--- src/hdl/ddn_pkg.sv ---
// ddn_pkg: constants, mode codes and inter-stage structs of the date / day number converter
// no dependencies; used by ddn_split, ddn_yearday, ddn_assemble, the top level and the bench
`default_nettype none

package ddn_pkg;

    // conversion modes
    localparam logic [1:0] MODE_EXACT   = 2'd0;
    localparam logic [1:0] MODE_APPROX  = 2'd1;
    localparam logic [1:0] MODE_TO_DATE = 2'd2;

    // reciprocal constants for division by constants
    // value / 100   = (value * RECIP_100_V) >> 34, exact below 2**30
    localparam logic [27:0] RECIP_100_V   = 28'd171798692;
    // q / 100       = (q * RECIP_100_Q) >> 28, exact below 6.1e6
    localparam logic [21:0] RECIP_100_Q   = 22'd2684355;
    // days / 365    = (days * RECIP_365) >> 28, exact below 1.8e6
    localparam logic [19:0] RECIP_365     = 20'd735440;
    // k / 100       = (k * RECIP_100_K) >> 21, exact below 43690
    localparam logic [14:0] RECIP_100_K   = 15'd20972;

    localparam logic [13:0] EPOCH_YEAR    = 14'd1900;
    localparam logic [26:0] APPROX_LOW    = 27'd19000101;
    localparam logic [26:0] APPROX_HIGH   = 27'd21000101;

    // days before the start of each month in a common year
    localparam logic [8:0] MONTH_START [13] = '{
        9'd0, 9'd31, 9'd59, 9'd90, 9'd120, 9'd151, 9'd181,
        9'd212, 9'd243, 9'd273, 9'd304, 9'd334, 9'd365
    };

    // digit split output: year offset, month, day or day number
    typedef struct packed {
        logic [1:0]  mode;
        logic        ok;
        logic [13:0] k;
        logic [3:0]  month;
        logic [6:0]  day;
        logic [18:0] d;
    } t_split_s;

    // year count output: days before the year and leap flags
    typedef struct packed {
        logic [1:0]  mode;
        logic        ok;
        logic [13:0] k;
        logic [3:0]  month;
        logic [6:0]  day;
        logic [18:0] d;
        logic [22:0] dby;
        logic        leap_k;
        logic        leap_km1;
    } t_yday_s;

endpackage

`default_nettype wire

--- src/hdl/ddn_assemble.sv ---
// ddn_assemble: three stages that finish the day number, search the month of a
// day of year, build YYYYMMDD and hold the output register; depends on ddn_pkg
`default_nettype none

module ddn_assemble (
    input  wire logic             i_clk,
    input  wire logic             i_rst_n,
    input  wire logic             i_valid,
    output logic                  o_ready,
    input  wire ddn_pkg::t_yday_s i_data,
    output logic                  o_valid,
    input  wire logic             i_ready,
    output logic [26:0]           o_result,
    output logic                  o_valid_res
);

    logic en6, en7, en8;

    logic        r_v6, r_v7, r_v8;
    logic [1:0]  r_mode6, r_mode7;
    logic        r_ok6, r_ok7;
    logic [26:0] r_res6, r_res7;
    logic [8:0]  r_doy6;
    logic        r_leap6;
    logic [10:0] r_ky6, r_ky7;
    logic [3:0]  r_month7;
    logic [4:0]  r_dd7;
    logic [26:0] r_result8;
    logic        r_vres8;

    logic [22:0] n_sum;
    logic [23:0] n_diff;
    logic        n_neg;
    logic [8:0]  n_doy;
    logic [10:0] n_ky;
    logic        n_ok;
    logic [3:0]  n_month;
    logic [4:0]  n_dd;
    logic [26:0] n_date;
    logic [26:0] n_result;

    assign en8     = !r_v8 || i_ready;
    assign en7     = !r_v7 || en8;
    assign en6     = !r_v6 || en7;
    assign o_ready = en6;
    assign o_valid = r_v8;
    assign o_result    = r_result8;
    assign o_valid_res = r_vres8;

    // stage 6: day number of a date, and day of year of a day number
    assign n_sum  = i_data.dby + 23'(ddn_pkg::MONTH_START[4'(i_data.month - 4'd1)])
                  + 23'(i_data.day) + 23'(i_data.leap_k && (i_data.month > 4'd2));
    assign n_diff = 24'(i_data.d) - 24'(i_data.dby);
    assign n_neg  = n_diff[23];
    // estimate one year too late: step back a year
    assign n_doy  = n_neg ? 9'(n_diff + 24'd365 + 24'(i_data.leap_km1)) : n_diff[8:0];
    assign n_ky   = n_neg ? 11'(i_data.k - 14'd1) : i_data.k[10:0];

    always_comb begin
        case (i_data.mode) inside
            ddn_pkg::MODE_EXACT, ddn_pkg::MODE_APPROX: n_ok = i_data.ok && (n_sum != 23'd0);
            default:                                   n_ok = i_data.ok;
        endcase
    end

    // stage 7: month search over the twelve month ends
    always_comb begin
        n_month = 4'd12;
        for (int i = 12; i >= 1; i--) begin
            if (10'(r_doy6) < 10'(ddn_pkg::MONTH_START[4'(i)]) + 10'(r_leap6 && (i > 1))) begin
                n_month = 4'(i);
            end
        end
        n_dd = 5'(r_doy6 - (ddn_pkg::MONTH_START[4'(n_month - 4'd1)]
                            + 9'(r_leap6 && (n_month > 4'd2))));
    end

    // stage 8: decimal date and result select
    assign n_date = 27'(r_dd7) + 27'd1 + 27'(r_month7) * 27'd100
                  + (27'(r_ky7) + 27'd1900) * 27'd10000;
    assign n_result = !r_ok7 ? 27'd0 :
                      (r_mode7 == ddn_pkg::MODE_TO_DATE) ? n_date : r_res7;

    always_ff @(posedge i_clk) begin
        if (!i_rst_n) begin
            r_v6 <= 1'b0;
            r_v7 <= 1'b0;
            r_v8 <= 1'b0;
        end else begin
            if (en6) r_v6 <= i_valid;
            if (en7) r_v7 <= r_v6;
            if (en8) r_v8 <= r_v7;
        end
    end

    always_ff @(posedge i_clk) begin
        if (en6 && i_valid) begin
            r_mode6 <= i_data.mode;
            r_ok6   <= n_ok;
            r_res6  <= 27'(n_sum - 23'd1);
            r_doy6  <= n_doy;
            r_leap6 <= n_neg ? i_data.leap_km1 : i_data.leap_k;
            r_ky6   <= n_ky;
        end
        if (en7 && r_v6) begin
            r_mode7  <= r_mode6;
            r_ok7    <= r_ok6;
            r_res7   <= r_res6;
            r_ky7    <= r_ky6;
            r_month7 <= n_month;
            r_dd7    <= n_dd;
        end
        if (en8 && r_v7) begin
            r_result8 <= n_result;
            r_vres8   <= r_ok7;
        end
    end

endmodule

`default_nettype wire

--- config.mk ---
export PLATFORM = sky130hd
export DESIGN_NAME = ddn_assemble
export DESIGN_NICKNAME = d
export VERILOG_FILES = /design/src/hdl/ddn_pkg.sv /design/src/hdl/ddn_assemble.sv
export SDC_FILE = /design/constraint.sdc
export NUM_CORES = 1
export LEC_CHECK = 0
export BUFFER_PORTS_ARGS = -buffer_cell sky130_fd_sc_hd__buf_2
export CORE_MARGIN = 5
export CORE_UTILIZATION = 56
export CTS_BUF_LIST = sky130_fd_sc_hd__clkbuf_4 sky130_fd_sc_hd__clkbuf_8
export DETAILED_ROUTE_END_ITERATION = 8
export GPL_TIMING_DRIVEN = 0
export PLACE_DENSITY_LB_ADDON = 0.3
export SYNTH_ARGS = -nofsm -noshare
export SYNTH_HDL_FRONTEND = slang
export SYNTH_SLANG_ARGS = --single-unit
--- constraint.sdc ---
create_clock -name i_clk -period 5.55 [get_ports i_clk]
set_input_delay 1.3875 -clock i_clk [delete_from_list [all_inputs] [get_ports i_clk]]
set_output_delay 1.3875 -clock i_clk [all_outputs]
set_load 0.01 [all_outputs]
==> impl_metrics.ini <==
[run_status]
status = complete, but fails checks
failing_checks = setup timing

[job]
drv_cap = 0

[synth]
yosys.area_share.simple = 0.132
synthMuxAreaShare = 0.0124
ys_async_sr_fraction = 0
synthDominantAreaCellType = edfxtp_1
post-synth-top-count-cell = ha_1
synth_compound_gate_area_share = 0.131
postSynthCellCount = 1096
post_synth_main_area_contributors = edfxtp_1 (34%), ha_1 (17%), fa_1 (6.1%), xnor2_1 (5.4%), inv_1 (5.0%)
synthesis.area_per_instance_um2 = 9.91
mappedNetlistNets = 1356
netlist.area_leader.share = 0.340
post_synthesis_sequential_element_count = 126
ys.warnings.count = 0
synth_commonest_cells = ha_1 (151), inv_1 (144), edfxtp_1 (123)
mappedNetlistArea_um2 = 10900
dominant_combinational_cell_family_by_area_after_synthesis = adder cells
synth_edf_count = 123
dominantRegCellSynth = edfxtp_1
synth.distinct_cells = 68
yosys.area_share.adder = 0.235
seq_area_frac_synth = 0.346
synth-xor-area-share = 0.0871

[placement]
io_buffer_count = 101
postPlaceCellArea_um2 = 12000
detailed_place_hpwl_um = 18000
worst_slack_at_placement_ns = -0.737
gp_congestion = 0.892

[setup_path]
critical-path-max-stage-delay_ns = 0.53
crit_path_top_delay_cell = fa_1
path_delay_family = adder cells
critical_path_peak_fanout = 5
end_kind = flip-flop
r2r_start = r_ky7[3]
timing_worst_setup_path_type = flip-flop to flip-flop
worstPathCellList = inv_1, ha_4, nor2b_4, o31ai_4, xor2_2, inv_2, fa_1, inv_1, ha_1, inv_1, fa_1, inv_1, ha_4, ha_4, ha_4, nand3_4, or2_4, o2111ai_4, a31oi_4, xor2_4, nor4_4, nand4_1, or3_4, a21oi_2
critPathArrivalTime_ns = 6.16
cp-startpoint = r_ky7[3]
crit_buf_inv = 5
critical_path_required_ns = 5.86
critical_path_start_type = flip-flop

[global_route]
number_of_global_route_vias_before_repair = 8615
grt_start_max_net_pins = 34
global_route_wire_length_before_repair_um = 40100
track_usage = 0.222
grt_remaining_overflow = 0
initial_antenna_violation_count = 0

[route]
drc_viols = 0
postRouteAntennaNets = 0
count_of_routing_violations_after_the_opening_detailed_route_iteration = 472
drt-pass1-iter-count = 5
drt-vias-per-instance = 5.48
detailroute.via_count = 8620
route.detailed.wl_per_inst_um = 16.3
total_wirelength_um = 25600

[sta]
period_needed_ns = 5.85
final_hold_viol_count = 0
finalSetupViolCount = 9
worst_hold_slack_ns = 0.415
setup_slack_ns = -0.305
fmax_ghz = 0.171
tightestPinTransition_ns = 0.921
grt_setup_unrepaired = true
timing.clock.skew_ns = 0.0205
period_share = 1.05
slew-limit-headroom = 0.382
fin_setup_tns_ns = -1.21
slew_viol_final = 0

[floorplanning]
rows = 51
floorplan.die_area_um2 = 22300
io_pins = 106
fp.coreArea_um2 = 19300
chipWidth_um = 149
die_y_um = 149
starting_density_of_the_core = 0.564

[pwr]
power_density_relative_to_cell_area_nw_per_um2 = 528
power.ir.vdd_worst_uv = 500
power_leakage_nw = 6.00

[cells_and_area]
final_layout_size_suffix_gt1_frac = 0.279
final.fill_count = 1396
antenna_cells_inserted = 0
final_design_area_no_fill_um2 = 13700
utilization = 0.712
layout.nets = 1554
area_growth_syn_to_layout_pct = 26.3

[clocking]
number_of_buffers_created_by_cts = 17
clk_root_buffer_cell = clkbuf_8
clk_pin_slew_ns = 0.09
ctsLongestPathBuffers = 2
cts_sinks = 126
cts_max_level = 4
clock_insertion_delay_worst_skew_ns = 0.45
tritoncts = done

[worst_hold_path]
min-delay-path-class = flip-flop to flip-flop
min-delay-start = r_res6[13]
==> through the flow <==
stage                     power, mW  instances
final                          7.25       1572
after global routing           7.79       1572
after CTS                      6.66       1529
after global placement         5.04       1462
after floorplan                4.40       1096
after detailed placement       5.13       1465
==> cells by family (layout without fill, tap and decap cells) <==
kind of cell,after synthesis,in the layout
adder cells (fa/ha/maj),184,184
buffers and inverters,161,372
flip-flops,126,126
AND/OR/NAND/NOR,288,288
multiplexers,13,13
AO/OA/AOI/OAI,216,216
XOR/XNOR,108,108
==> what timing repair did <==
| action | CTS | global route |
|---|---|---|
| gates resized for setup | 61 | 75 |
| buffers inserted | 33 | 45 |
| cloned | 1 | 0 |
| hold buffers | 0 | 0 |
| pin swaps | 44 | 50 |
| endpoints found under the setup margin | 24 | 26 |
==> registers in the layout (all words and copies together) (netlist names), 2 cells and up <==
signal,count
r_mode7,2
o_result,27
r_res6,24
r_month7,4
r_ky7,11
r_mode6,2
r_ky6,11
r_dd7,5
r_res7,24
r_doy6,9
==> cells in the final DEF (no fill, tap or decap), types with 8 or more instances in the layout <==
| cell type | instances |
|---|---|
| ha_1 | 133 |
| inv_1 | 131 |
| edfxtp_1 | 123 |
| buf_2 | 99 |
| buf_4 | 76 |
| nand2_1 | 69 |
| nor2_1 | 67 |
| xnor2_1 | 61 |
| a21oi_1 | 54 |
| xor2_1 | 31 |
| fa_1 | 31 |
| o21ai_0 | 26 |
| a21o_1 | 20 |
| nor3_1 | 18 |
| clkbuf_8 | 17 |
| nand3_1 | 16 |
| ha_4 | 16 |
| nand4_1 | 15 |
| o21a_1 | 14 |
| nand2b_1 | 12 |
| a211oi_1 | 11 |
| a21oi_2 | 11 |
| clkbuf_1 | 10 |
| inv_2 | 10 |
| mux2i_1 | 9 |
| or2_2 | 8 |
==> area by class of cell <==
| class | count | area, um^2 | share of cell area |
|---|---|---|---|
| Clock inverter | 14 | 168 | 0.0122 |
| Tap cell | 265 | 332 | 0.0242 |
| Buffer | 14 | 90.1 | 0.00656 |
| Sequential cell | 126 | 3750 | 0.274 |
| Timing Repair Buffer | 182 | 1180 | 0.0863 |
| Multi-Input combinational cell | 809 | 7400 | 0.539 |
| Clock buffer | 18 | 241 | 0.0176 |
| Inverter | 144 | 553 | 0.0403 |
==> path summary, 6_finish.rpt <==
path / endpoint / cells after the start / slack, ns
setup / recovery: o_result[26] / 24 / -0.30
hold / removal: r_res7[13] / 0 / 0.42
setup reg to reg: o_result[26] / 24 / -0.30
hold reg to reg: r_res7[13] / 0 / 0.42
==> metal layers <==
layer | wire [um] | global-route usage
met2 | 13600 | 0.410
met4 | 632 | 0.0673
met1 | 10500 | 0.267
met5 | 0 | 0
met3 | 869 | 0.0316
==> where the power goes <==
group	leakage (nW)	internal (mW)	switching, mW	total (mW)
Sequential	1.20	1.27	0.0697	1.34
Clock	0.193	0.448	0.380	0.829
Combinational	4.61	2.33	2.75	5.08
No activity file was read; power rests on OpenSTA's default activity.
