===== config.mk =====
export PLATFORM = sky130hd
export DESIGN_NAME = ddn_yearday
export DESIGN_NICKNAME = d
export VERILOG_FILES = /design/src/hdl/ddn_pkg.sv /design/src/hdl/ddn_yearday.sv
export SDC_FILE = /design/constraint.sdc
export NUM_CORES = 1
export LEC_CHECK = 0
export BUFFER_PORTS_ARGS = -buffer_cell sky130_fd_sc_hd__buf_2
export CORE_MARGIN = 2
export CORE_UTILIZATION = 40
export CTS_BUF_LIST = sky130_fd_sc_hd__clkbuf_4 sky130_fd_sc_hd__clkbuf_8
export DETAILED_ROUTE_END_ITERATION = 16
export PLACE_DENSITY_LB_ADDON = 0.3
export SYNTH_ARGS = -nofsm -noshare
export SYNTH_HDL_FRONTEND = slang
export SYNTH_SLANG_ARGS = --single-unit

===== constraint.sdc =====
create_clock -name i_clk -period 5.65 [get_ports i_clk]
set_input_delay 0.2825 -clock i_clk [delete_from_list [all_inputs] [get_ports i_clk]]
set_output_delay 0.2825 -clock i_clk [all_outputs]
set_load 0.01 [all_outputs]

===== src/hdl/ddn_pkg.sv =====
// ddn_pkg: constants, mode codes and inter-stage structs of the date / day number converter
// no dependencies; used by ddn_split, ddn_yearday, ddn_assemble, the top level and the bench
`default_nettype none

package ddn_pkg;

    // conversion modes
    localparam logic [1:0] MODE_EXACT   = 2'd0;
    localparam logic [1:0] MODE_APPROX  = 2'd1;
    localparam logic [1:0] MODE_TO_DATE = 2'd2;

    // reciprocal constants for division by constants
    // value / 100   = (value * RECIP_100_V) >> 34, exact below 2**30
    localparam logic [27:0] RECIP_100_V   = 28'd171798692;
    // q / 100       = (q * RECIP_100_Q) >> 28, exact below 6.1e6
    localparam logic [21:0] RECIP_100_Q   = 22'd2684355;
    // days / 365    = (days * RECIP_365) >> 28, exact below 1.8e6
    localparam logic [19:0] RECIP_365     = 20'd735440;
    // k / 100       = (k * RECIP_100_K) >> 21, exact below 43690
    localparam logic [14:0] RECIP_100_K   = 15'd20972;

    localparam logic [13:0] EPOCH_YEAR    = 14'd1900;
    localparam logic [26:0] APPROX_LOW    = 27'd19000101;
    localparam logic [26:0] APPROX_HIGH   = 27'd21000101;

    // days before the start of each month in a common year
    localparam logic [8:0] MONTH_START [13] = '{
        9'd0, 9'd31, 9'd59, 9'd90, 9'd120, 9'd151, 9'd181,
        9'd212, 9'd243, 9'd273, 9'd304, 9'd334, 9'd365
    };

    // digit split output: year offset, month, day or day number
    typedef struct packed {
        logic [1:0]  mode;
        logic        ok;
        logic [13:0] k;
        logic [3:0]  month;
        logic [6:0]  day;
        logic [18:0] d;
    } t_split_s;

    // year count output: days before the year and leap flags
    typedef struct packed {
        logic [1:0]  mode;
        logic        ok;
        logic [13:0] k;
        logic [3:0]  month;
        logic [6:0]  day;
        logic [18:0] d;
        logic [22:0] dby;
        logic        leap_k;
        logic        leap_km1;
    } t_yday_s;

endpackage

`default_nettype wire


===== src/hdl/ddn_yearday.sv =====
// ddn_yearday: two stages that count the days before a year and its leap flags
// depends on ddn_pkg
`default_nettype none

module ddn_yearday (
    input  wire logic              i_clk,
    input  wire logic              i_rst_n,
    input  wire logic              i_valid,
    output logic                   o_ready,
    input  wire ddn_pkg::t_split_s i_data,
    output logic                   o_valid,
    input  wire logic              i_ready,
    output ddn_pkg::t_yday_s       o_data
);

    logic en4, en5;

    logic              r_v4, r_v5;
    ddn_pkg::t_split_s r_s4;
    logic [7:0]        r_kq4;
    logic [22:0]       r_k365_4;
    ddn_pkg::t_yday_s  r_y5;

    logic [28:0] n_kprod;
    logic [7:0]  n_kq;
    logic [22:0] n_k365;
    logic [6:0]  n_r;
    logic        n_c;
    logic [22:0] n_dby;
    ddn_pkg::t_yday_s n_y;

    assign en5     = !r_v5 || i_ready;
    assign en4     = !r_v4 || en5;
    assign o_ready = en4;
    assign o_valid = r_v5;
    assign o_data  = r_y5;

    // stage 4: century count and 365 per year
    assign n_kprod = 29'(i_data.k) * 29'(ddn_pkg::RECIP_100_K);
    assign n_kq    = n_kprod[28:21];
    assign n_k365  = 23'(i_data.k) * 23'd365;

    // stage 5: leap day corrections, leap flags of this and the previous year
    assign n_r   = 7'(r_s4.k - 14'(r_kq4) * 14'd100);
    assign n_c   = (n_r != 7'd0);
    assign n_dby = r_k365_4
                 + 23'((15'(r_s4.k) + 15'd3) >> 2)
                 - 23'(r_kq4) - 23'(n_c)
                 + 23'((9'(r_kq4) + 9'd2 + 9'(n_c)) >> 2);

    always_comb begin
        n_y.mode     = r_s4.mode;
        n_y.ok       = r_s4.ok;
        n_y.k        = r_s4.k;
        n_y.month    = r_s4.month;
        n_y.day      = r_s4.day;
        n_y.d        = r_s4.d;
        n_y.dby      = n_dby;
        // year 1900 + k: divisible by 4, and a century only when its count is 1 mod 4
        n_y.leap_k   = (r_s4.k[1:0] == 2'd0) && (n_c || (r_kq4[1:0] == 2'd1));
        n_y.leap_km1 = (r_s4.k[1:0] == 2'd1) && ((n_r != 7'd1) || (r_kq4[1:0] == 2'd1));
    end

    always_ff @(posedge i_clk) begin
        if (!i_rst_n) begin
            r_v4 <= 1'b0;
            r_v5 <= 1'b0;
        end else begin
            if (en4) r_v4 <= i_valid;
            if (en5) r_v5 <= r_v4;
        end
    end

    always_ff @(posedge i_clk) begin
        if (en4 && i_valid) begin
            r_s4     <= i_data;
            r_kq4    <= n_kq;
            r_k365_4 <= n_k365;
        end
        if (en5 && r_v4) begin
            r_y5 <= n_y;
        end
    end

endmodule

`default_nettype wire


==> results of run 1 <==
[routing by layer]
layer  share of wire [%]  global-route usage (%)  vias up
li1                    -                       -     3765
met1                  47                    21.6     3654
met2                  46                    27.3      183
met3                 5.3                    2.41       16
met4                 1.1                    3.72        0
met5                   0                       0        -
[per-stage QoR]
step / setup TNS (ps) / utilization, % / area (um^2)
5_1_grt: -509 / 47.7 / 14200
6_report: 0 / 47.7 / 14200
3_3_place_gp: -236 / 45.0 / 13400
4_1_cts: 0 / 47.1 / 14000
2_1_floorplan: 0 / - / 12100
3_5_place_dp: -1150 / 45.0 / 13400
[worst max-delay path by stage]
stage	startpoint	end
CTS	r_kq4[0]$_DFFE_PP_	o_data[24]$_DFFE_PP_
floorplan	r_kq4[0]$_DFFE_PP_	o_data[17]$_DFFE_PP_
global placement	r_kq4[0]$_DFFE_PP_	o_data[17]$_DFFE_PP_
global route	r_kq4[1]$_DFFE_PP_	o_data[17]$_DFFE_PP_
detailed placement	r_kq4[0]$_DFFE_PP_	o_data[17]$_DFFE_PP_
finish	r_kq4[1]$_DFFE_PP_	o_data[17]$_DFFE_PP_
[worst reg2reg max path: cells and delay by family (launching register included)]
kind | cells | cell delay, ps
buffers and inverters | 4 | 260
XOR/XNOR | 4 | 640
AND/OR/NAND/NOR | 3 | 670
flip-flops | 1 | 430
adder cells (fa/ha/maj) | 7 | 1970
AO/OA/AOI/OAI | 7 | 1430
[sequential cells by signal (all words and copies together), names as in the netlist]
signal	cells
n_y	47
o_data	72
o_valid	1
r_k365_4	21
r_kq4	8
r_v4	1
[cells in the final DEF (no fill, tap or decap), types with 6 or more instances in the layout]
master | netlist | layout
xor2_1 | 20 | 20
a21o_1 | 20 | 20
nand2_1 | 30 | 30
edfxtp_1 | 148 | 148
xnor2_1 | 45 | 44
buf_4 | 0 | 29
o21ai_0 | 18 | 17
dlygate4sd3_1 | 0 | 20
nand3_1 | 11 | 11
ha_1 | 182 | 176
inv_1 | 217 | 213
a21oi_1 | 38 | 38
a31oi_1 | 8 | 7
nor2_1 | 29 | 28
nor2b_1 | 12 | 10
and3_1 | 10 | 10
buf_2 | 1 | 124
o21a_1 | 6 | 6
fa_1 | 121 | 120
nor3_1 | 10 | 10
clkbuf_8 | 0 | 17
[final cells by class]
class / instances / area [um^2]
Inverter: 217 / 815
Sequential cell: 150 / 4480
Clock inverter: 15 / 160
Multi-Input combinational cell: 628 / 6950
Tap cell: 390 / 488
Timing Repair Buffer: 174 / 1050
Clock buffer: 17 / 234
Fill cell: 2701 / 15500
[cells by family (layout without fill, tap and decap cells)]
family	count (synthesis)	after routing	share of synthesized area, %
DFF	150	150	37.0
buffers and inverters	222	423	6.90
and+or+nand+nor	131	131	5.55
xor gates and xnor gates	65	65	4.70
AOI/OAI and AO/OA	129	129	7.06
adders and majority gates	303	303	38.8
[report_power, final]
group          switching (mW)  leakage (nW)  internal, mW
logic                    3.27          5.04          2.82
clock network           0.454         0.193         0.367
registers              0.0854          1.43          1.75
total                    3.81          6.66          4.94
[timing repair]
action,4_1_cts,5_1_grt
buffers inserted,8,2
pin swaps,11,23
gates resized for setup,10,20
endpoints found under the hold margin,14,6
setup endpoints to repair,11,12
hold buffers,14,6
==> results_dict.tcl, run 1 <==
set metrics [dict create \
    drc 0 \
    gr-total-overflow 0 \
    via_count 7618 \
    p_per_area_nw_per_um2 617 \
    ys.warnings.count 0 \
    r2r_cells 25 \
    grt_use_total_pct 16.0 \
    ff2ff_setup_slack_ps 20 \
    nNetsFinal 1542 \
    worstHoldStart "i_data[2]" \
    cts_made_buffers 17 \
    numPortBuffers 124 \
    dpl.hpwl_um 19900 \
    grt_first_pass_wirelength_um 39500 \
    cp_max_fo 8 \
    finalCritPeriodShare_pct 99.6 \
    rr_endpoint "o_data[17]$_DFFE_PP_" \
    drive_gt1_share_pct 18.5 \
    dp.cells 1529 \
    holdPathEnd "n_y[27]$_DFFE_PP_" \
    maxCapViolCount 0 \
    synth_top_area_cell "edfxtp_1" \
    fin_cells 1591 \
    routed_via_density 4.79 \
    slew_viol_final 0 \
    synth_area_per_cell_um2 12.1 \
    cts.clk_slew.worst_paths_ps 90 \
    fmax_ghz 0.178 \
    hold_ws_ps 32.8 \
    period_minus_slack_ps 5630 \
    vdd_ir_drop_max_mv 0.342 \
    synth_nets 1354 \
    path_depth 25 \
    cts_tree "done" \
    rsz0062_at_grt "yes" \
    drt_iter0_markers 349 \
    timing.rr.start "r_kq4[1]$_DFFE_PP_" \
    die_width_um 178 \
    min_path_type "input pin to flip-flop" \
    tightest_slew_ps 1130 \
    synthTopCellsByCount "217 x inv_1, 182 x ha_1, 148 x edfxtp_1, 121 x fa_1, 45 x xnor2_1" \
    clock_path_buffers 2 \
    finalHoldViolations 0 \
    drt-total-wl_um 24600 \
    arrival_ps 5810 \
    htree_num_levels 4 \
    setup_viol 0 \
    placementRows 63 \
    synthTopCellsByArea "edfxtp_1 37%, fa_1 20%, ha_1 19%, inv_1 6.7%, xnor2_1 3.3%" \
    antenna_left 0 \
    yosysMostFrequentCell "inv_1" \
    start_kind "flip-flop" \
    root_buffer "clkbuf_8" \
    worst_slack_ps 24.5 \
    antennaDiodeCount 0 \
    syn_inst 1000 \
    hold_path_depth 1 \
    path_class "flip-flop to flip-flop" \
    synth_edf_count 148 \
    slowest_delay_ps 510 \
    area_growth_pct 17.0 \
    wl_per_cell_um 15.4 \
    synth-main-ff-cell "edfxtp_1" \
    power.total_mw 8.75 \
    initial_core_util_pct 40.8 \
    ys_seq_elements 150 \
    place_ws_ps -210 \
    grt_pass1_vias 7972 \
    ys_seq_area_share_pct 37.0 \
    synth.distinct_cells 56 \
    power_leakage_nw 6.66 \
    clock_latency_ps 440 \
    die_h_um 178 \
    critPathSlowestCell "fa_1" \
    core-area_um2 29700 \
    syn_area_um2 12100 \
    critical-path-top-delay-family "adder cells" \
    relSlewSlack_pct 24.3 \
    clock_skew_ps 27.7 \
    gp_congestion 0.856 \
    dieArea_um2 31700 \
    grt_max_degree 77 \
    async_reset_ff_share_pct 0 \
    synth_top_area_share_pct 36.7 \
    critPathBufInv 4 \
    outcome "completed" \
    drtPass1Iterations 4 \
    critPathCaptureType "flip-flop" \
    antenna_found_initial 0 \
    top_level_ports 125 \
    numClockSinks 150 \
    crit_required_ps 5840 \
]
No activity file was read; power rests on OpenSTA's default activity.
==> inputs of run 2 (changes only) <==
- CORE_UTILIZATION: 40 -> 56
- PLACE_DENSITY: unset -> 0.79
- PLACE_DENSITY_LB_ADDON: 0.3 -> unset
==> run 2 against run 1 <==
Net effect:
- the run now ends with negative setup slack left
- worst hold slack gained 0.58 ps
- maximum frequency shrank 2.2%
- final cell count decreased by 7.4%
- combinational power increased by 3%
==> results_dict.tcl, run 2 (synthesis gave the netlist of run 1 again) <==
set metrics [dict create \
    outcome "finished, violations left" \
    violations "negative setup slack" \
    gr-total-overflow 0 \
    root_buffer "clkbuf_8" \
    area_growth_pct 15.6 \
    initial_core_util_pct 57.3 \
    r2r_cells 25 \
    finalHoldViolations 0 \
    dieArea_um2 22800 \
    ff2ff_setup_slack_ps -100 \
    hold_path_depth 1 \
    drt-total-wl_um 23900 \
    cts.clk_slew.worst_paths_ps 90 \
    top_level_ports 125 \
    gp_congestion 0.936 \
    rsz0062_at_grt "yes" \
    worstHoldStart "i_data[23]" \
    clock_latency_ps 430 \
    grt_pass1_vias 8132 \
    clock_skew_ps 19.8 \
    nNetsFinal 1539 \
    clock_path_buffers 2 \
    min_path_type "input pin to flip-flop" \
    grt_first_pass_wirelength_um 39100 \
    htree_num_levels 4 \
    start_kind "flip-flop" \
    dp.cells 1410 \
    power.total_mw 8.88 \
    cp_max_fo 8 \
    fin_cells 1473 \
    crit_required_ps 5830 \
    final_common_cell "inv_1" \
    antenna_found_initial 1 \
    post-route-util_pct 66.2 \
    via_count 7742 \
    timing.rr.start "r_kq4[0]$_DFFE_PP_" \
    dpl.hpwl_um 19200 \
    vdd_ir_drop_max_mv 0.476 \
    place_ws_ps -262 \
    die_h_um 151 \
    power_leakage_nw 6.64 \
    grt_max_degree 77 \
    worst_slack_ps -101 \
    numClockSinks 150 \
    rr_endpoint "o_data[19]$_DFFE_PP_" \
    fillers 1560 \
    drive_gt1_share_pct 18.4 \
    cts_tree "done" \
    drc 0 \
    wl_per_cell_um 16.2 \
    cts_made_buffers 17 \
    path_class "flip-flop to flip-flop" \
    slew_viol_final 0 \
    drtPass1Iterations 5 \
    arrival_ps 5930 \
    holdPathEnd "n_y[48]$_DFFE_PP_" \
    p_per_area_nw_per_um2 634 \
    maxCapViolCount 0 \
    relSlewSlack_pct 36.7 \
    die_width_um 151 \
    period_minus_slack_ps 5750 \
    antenna_left 0 \
    largest_register_ffs 72 \
    core-area_um2 21200 \
    fmax_ghz 0.174 \
    critPathCaptureType "flip-flop" \
    finalCritPeriodShare_pct 102 \
    crit_start "r_kq4[0]$_DFFE_PP_" \
    setup_viol 7 \
    numPortBuffers 124 \
    grt_use_total_pct 22.2 \
    placementRows 53 \
    tightest_slew_ps 950 \
    drt_iter0_markers 368 \
    mostFrequentLayoutCells "215 x inv_1, 177 x ha_1, 148 x edfxtp_1, 124 x buf_2, 120 x fa_1" \
    antennaDiodeCount 0 \
    routed_via_density 5.26 \
]
run 2: report_power, final:
part	switching [mW]	leakage [nW]	internal (mW)	total, mW
clock network	0.425	0.174	0.321	0.746
logic	3.39	5.04	2.90	6.29
registers	0.0900	1.43	1.75	1.84
run 2: stage by stage:
stage / hold slack (ps) / area (um^2) / setup TNS, ps
2_1_floorplan: 381 / 12100 / 0
3_3_place_gp: 400 / 13200 / -124
5_1_grt: 0.180 / 14000 / -2200
4_1_cts: 0.691 / 13800 / 0
3_5_place_dp: 405 / 13200 / -2320
6_report: 33.4 / 14000 / -463
run 2: worst max-delay path: stages, from the launching register on:
cell and delay (ps):
edfxtp_1 480, ha_4 310, xnor2_4 150, xnor2_2 210, xor2_1 210, and4_1 240, o2111ai_2 150, or3_4 370
ha_4 230, ha_4 150, o21bai_4 160, fa_1 490, inv_1 50, fa_1 500, inv_1 50, ha_2 190
inv_2 60, fa_2 210, nor2b_2 50, o21a_1 190, o21ai_2 160, a211oi_2 90, a211o_2 400, buf_4 170
a31oi_2 170, xnor2_1 80
run 2: area by class of cell:
class                           count  area [um^2]  area share [%]
Clock buffer                       18          241            1.72
Multi-Input combinational cell    628         6980            49.8
Inverter                          217          815            5.81
Clock inverter                     14          119           0.849
Tap cell                          275          344            2.46
Sequential cell                   150         4480            32.0
Timing Repair Buffer              171         1030            7.33
run 2: how the worst max path moves through the flow:
stage / slack [ps] / cells past startpoint / endpoint
floorplan: 90 / 24 / o_data[17]$_DFFE_PP_
global placement: -40 / 23 / o_data[20]$_DFFE_PP_
detailed placement: -260 / 23 / o_data[20]$_DFFE_PP_
CTS: 7 / 24 / o_data[17]$_DFFE_PP_
global route: -280 / 25 / o_data[19]$_DFFE_PP_
finish: -100 / 25 / o_data[19]$_DFFE_PP_
run 2: layer usage:
layer | vias to the layer above | wire, um | GRT usage, % | share of wire, %
li1 | 3766 | - | - | -
met1 | 3756 | 10400 | 28.9 | 43
met2 | 198 | 12000 | 38.7 | 50
met3 | 22 | 1200 | 2.95 | 5.0
met4 | 0 | 340 | 7.43 | 1.4
met5 | - | 0 | 0 | 0
run 2: repair_timing:
action / CTS / global route
gates resized for setup: 21 / 12
buffers inserted: 2 / 9
pin swaps: 17 / 24
setup endpoints to repair: 13 / 13
hold endpoints to repair: 17 / 3
hold buffers: 17 / 3
